`src/rtl/core/cmr_div.sv`:
```
// Pipelined restoring divider, one quotient bit per stage.
module cmr_div #(
	parameter int QW = 16,
	parameter int DW = 18
) (
	input  logic          clk,
	input  logic          en,
	input  logic [DW-1:0] rem_in,
	input  logic [QW-1:0] num_in,
	input  logic [DW-1:0] den_in,
	output logic [QW-1:0] quo
);

	logic [DW-1:0] rem_s [0:QW-1];
	logic [QW-1:0] qn_s  [0:QW-1];
	logic [DW-1:0] den_s [0:QW-1];

	generate
		for (genvar k = 0; k < QW; k++) begin : g_stage
			logic [DW-1:0] r_prev;
			logic [DW-1:0] d_prev;
			logic [QW-1:0] q_prev;
			logic [DW:0]   trial;
			logic          ge;

			if (k == 0) begin : g_first
				assign r_prev = rem_in;
				assign q_prev = num_in;
				assign d_prev = den_in;
			end else begin : g_next
				assign r_prev = rem_s[k-1];
				assign q_prev = qn_s[k-1];
				assign d_prev = den_s[k-1];
			end

			// bring down the next numerator bit from the top of the shift word
			assign trial = {r_prev, q_prev[QW-1]};
			assign ge    = trial >= {1'b0, d_prev};

			always_ff @(posedge clk) begin
				if (en) begin
					rem_s[k] <= ge ? DW'(trial - {1'b0, d_prev}) : trial[DW-1:0];
					qn_s[k]  <= {q_prev[QW-2:0], ge};
					den_s[k] <= d_prev;
				end
			end
		end
	endgenerate

	assign quo = qn_s[QW-1];

endmodule

```
`config.mk`:
```
export PLATFORM = sky130hd
export DESIGN_NAME = cmr_div
export DESIGN_NICKNAME = d
export VERILOG_FILES = /design/src/rtl/core/cmr_div.sv
export SDC_FILE = /design/constraint.sdc
export NUM_CORES = 1
export LEC_CHECK = 0
export CAP_MARGIN = 20
export CELL_PAD_IN_SITES_DETAIL_PLACEMENT = 1
export CELL_PAD_IN_SITES_GLOBAL_PLACEMENT = 2
export CORE_AREA = 10 10 245 422
export DETAILED_ROUTE_END_ITERATION = 12
export DIE_AREA = 0 0 255 432
export DONT_BUFFER_PORTS = 1
export HOLD_SLACK_MARGIN = 0.02
export PLACE_DENSITY = 0.87
export SLEW_MARGIN = 25
export SYNTH_ARGS = -nofsm -noshare
export SYNTH_HDL_FRONTEND = slang
export SYNTH_SLANG_ARGS = --single-unit
```
`constraint.sdc`:
```
create_clock -name clk -period 9.8 [get_ports clk]
set_clock_uncertainty 0.15 [all_clocks]
set_input_delay 0.49 -clock clk [delete_from_list [all_inputs] [get_ports clk]]
set_output_delay 0.49 -clock clk [all_outputs]
set_load 0.01 [all_outputs]
```
==> run metrics <==
Port-buffer cells=0; Crit path required time=10,070 ps; largest cells by area after synthesis=edfxtp_1, ha_1, mux2_2; Final min period=4020 ps; Die Width=between 200 and 300 microns; hpwl dp=72,800 microns; Synth area leader=edfxtp_1; RSZ-0062 raised after global routing=no; clk buf depth=3; Comb power frac=42.4%; final hold vios=0; final worst-path cycle share=41.0%; Synth warnings=0; # rows=151; Worst Max-Slew Pin Slew=between 1000 and 1500 ps; Worst Path Arrival=roughly 4300 ps; hold bufs inserted after CTS=54; metal2 WL=60,500 microns; global-route usage over all layers=between 10% and 20%; cell area after synthesis=0.0411 sq mm; H-tree Lvls=3; # IOs=70; Root Buffer=clkbuf_16; CTS Sinks=796; # Post-CTS Setup Buffers=0; hold_ws=66.3 ps; Seq pwr share=36.6%; prevailing post-synth register cell=edfxtp_1; NetSw=5.26 mW; internal power=a little over 9 mW; initial DRC count=1,074; sequential share of the synthesized area=58.2%; syn avg cell area=roughly 13 sq um; Post-synth ARST share=0%; crit end category=flop; # DRC=0; Crit Path Max Fanout=25; core area=approximately 0.096 sq mm; Yosys top cell area share=58.2%; Hold Path Class=in -> reg; Finished Layout Cells=4,670; DP Cell Count=4,469; register bit count reported by yosys=~800; top sig layer=met4; Total Routed Length=98,300 microns; power density over the cells=317 mW/mm^2; share of layout cells above drive strength 1=9.63%; Post-synth EDFFs=about 800; status=finished, final reports clean; Die H=around 430 microns; Antenna diodes=0; DP Area=~0.043 sq mm; final setup vio count=0; clk_lat worst skew=~670 ps; Lkg Pwr=roughly 18 nW; Max Cap Viol=0; Clock Power Share=21.0%; M1 WL=~27,000 microns; CTS buffer count=80; first-pass GRT wire length=152,000 microns; drt wl/cell=21.0 microns; initial core utilization=42.6%; clock-pin slew on the worst setup and hold paths=60 ps; met3 wire len=2480 microns; post-route cell area=between 0.04 and 0.05 sq mm; Syn Nets=around 3,600; fmax=between 0.2 and 0.25 GHz; synthesized instance count=3,284; via count of the first global-routing pass=28,800; total die area=0.110 sq mm; Final Max Tran Viols=0; cts repair resizes=0; routability cong.=slightly above 0.9; Startpoint Class=flop; largest net degree at the start of global routing=608; DR vias/cell=5.47; max_slew headroom=a little over a fifth; GR Overflow Total=0; switching share of power=36.2%; Synth top cells by count=edfxtp_1, inv_1, ha_1; final core utilization=47.5%; count leader, synth=edfxtp_1; Detail Route Antenna Nets=0; Crit Path Category=reg -> reg; synth unique cells=86; Nets=between 3,000 and 4,000; antenna violations before repair=0; VDD IR max=0.174 mV; DR vias=roughly 26,000; TritonRoute pass-1 iters=5; TritonCTS clock tree=done; Syn-to-layout area delta=11.5%; setup TNS=0 ps
-- path summary, 6_finish.rpt --
kind | from | endpoint | slack (ps) | cells past startpoint
min | en | den_s[0][69]$_DFFE_PP_ | 70 | 1
min reg2reg | qn_s[1][3]$_DFFE_PP_ | qn_s[1][20]$_DFFE_PP_ | 260 | 0
max reg2reg | rem_s[0][57]$_DFFE_PP_ | rem_s[0][73]$_DFFE_PP_ | 5780 | 9
max | rem_s[0][57]$_DFFE_PP_ | rem_s[0][73]$_DFFE_PP_ | 5780 | 9
-- kinds of logic (layout without fill, tap and decap cells) --
kind of cell / count (synthesis) / count (layout) / synth area share [%]
AO/OA/AOI/OAI: 755 / 755 / 11.9
XOR/XNOR: 215 / 215 / 4.58
adder cells (fa/ha/maj): 303 / 303 / 9.50
buffers and inverters: 421 / 583 / 4.01
flip-flops: 796 / 796 / 58.2
multiplexers: 161 / 161 / 4.44
AND/OR/NAND/NOR: 633 / 633 / 7.36
-- state kept, by name, indices dropped and copies added (netlist names) --
name / flops
den_s: 270
qn_s: 256
rem_s: 270
-- power groups by stage --
stage	Combinational (mW)	Sequential, mW	Clock (mW)
final	6.15	5.31	3.05
after global routing	6.81	5.39	3.27
after CTS	6.16	5.32	3.15
after detailed placement	6.08	5.38	0
after global placement	5.89	5.35	0
after floorplan	4.56	5.18	0
-- layer usage --
layer / track usage [%] / up-vias
met4: 13.8 / 0
met5: 0 / -
li1: - / 12300
met2: 38.4 / 385
met3: 2.61 / 278
met1: 13.0 / 12600
-- critical path, stage by stage, from the launching register on --
cell and delay (ps):
edfxtp_1 390, ha_1 390, a21o_1 180, a31oi_1 130, o21ai_1 170, a311oi_1 660, o211ai_1 390, o31ai_4 540
buf_4 370, mux2_2 370
-- cell type report --
cell class              instances  area (sq um)
fillers                      9891         50600
inverters                     363          1360
multi-input cells            2067         15600
flip-flops and latches        796         23900
clock inverters                53           522
well taps                    1224          1530
clock buffers                  89          2040
repair buffers                 78           853
-- cells in the final DEF (no fill, tap or decap), types with 19 or more instances in the layout --
cell           count
nand2_1          193
o21a_1            32
dlygate4sd3_1     53
clkbuf_16         80
nand3_1           58
edfxtp_1         796
a211oi_1          22
o21ai_0          175
clkinv_1          19
a21oi_1          224
a31oi_1           27
xnor2_1          132
nor2b_1           34
a21o_1            88
o31ai_1           20
and3_1            23
ha_1             288
xor2_1            83
o21bai_1          30
nor2_1           164
mux2_2           135
nand2b_1          20
inv_1            363
nand4_1           29
nor3_1            34
-- per-stage QoR --
step                      total power, mW  setup WS [ps]
after detailed placement             11.5           5780
final                                14.5           5780
after global placement               11.2           5730
after CTS                            14.6           5770
after global routing                 15.5           5450
after floorplan                      9.75           6500
No activity file was read; power rests on OpenSTA's default activity.
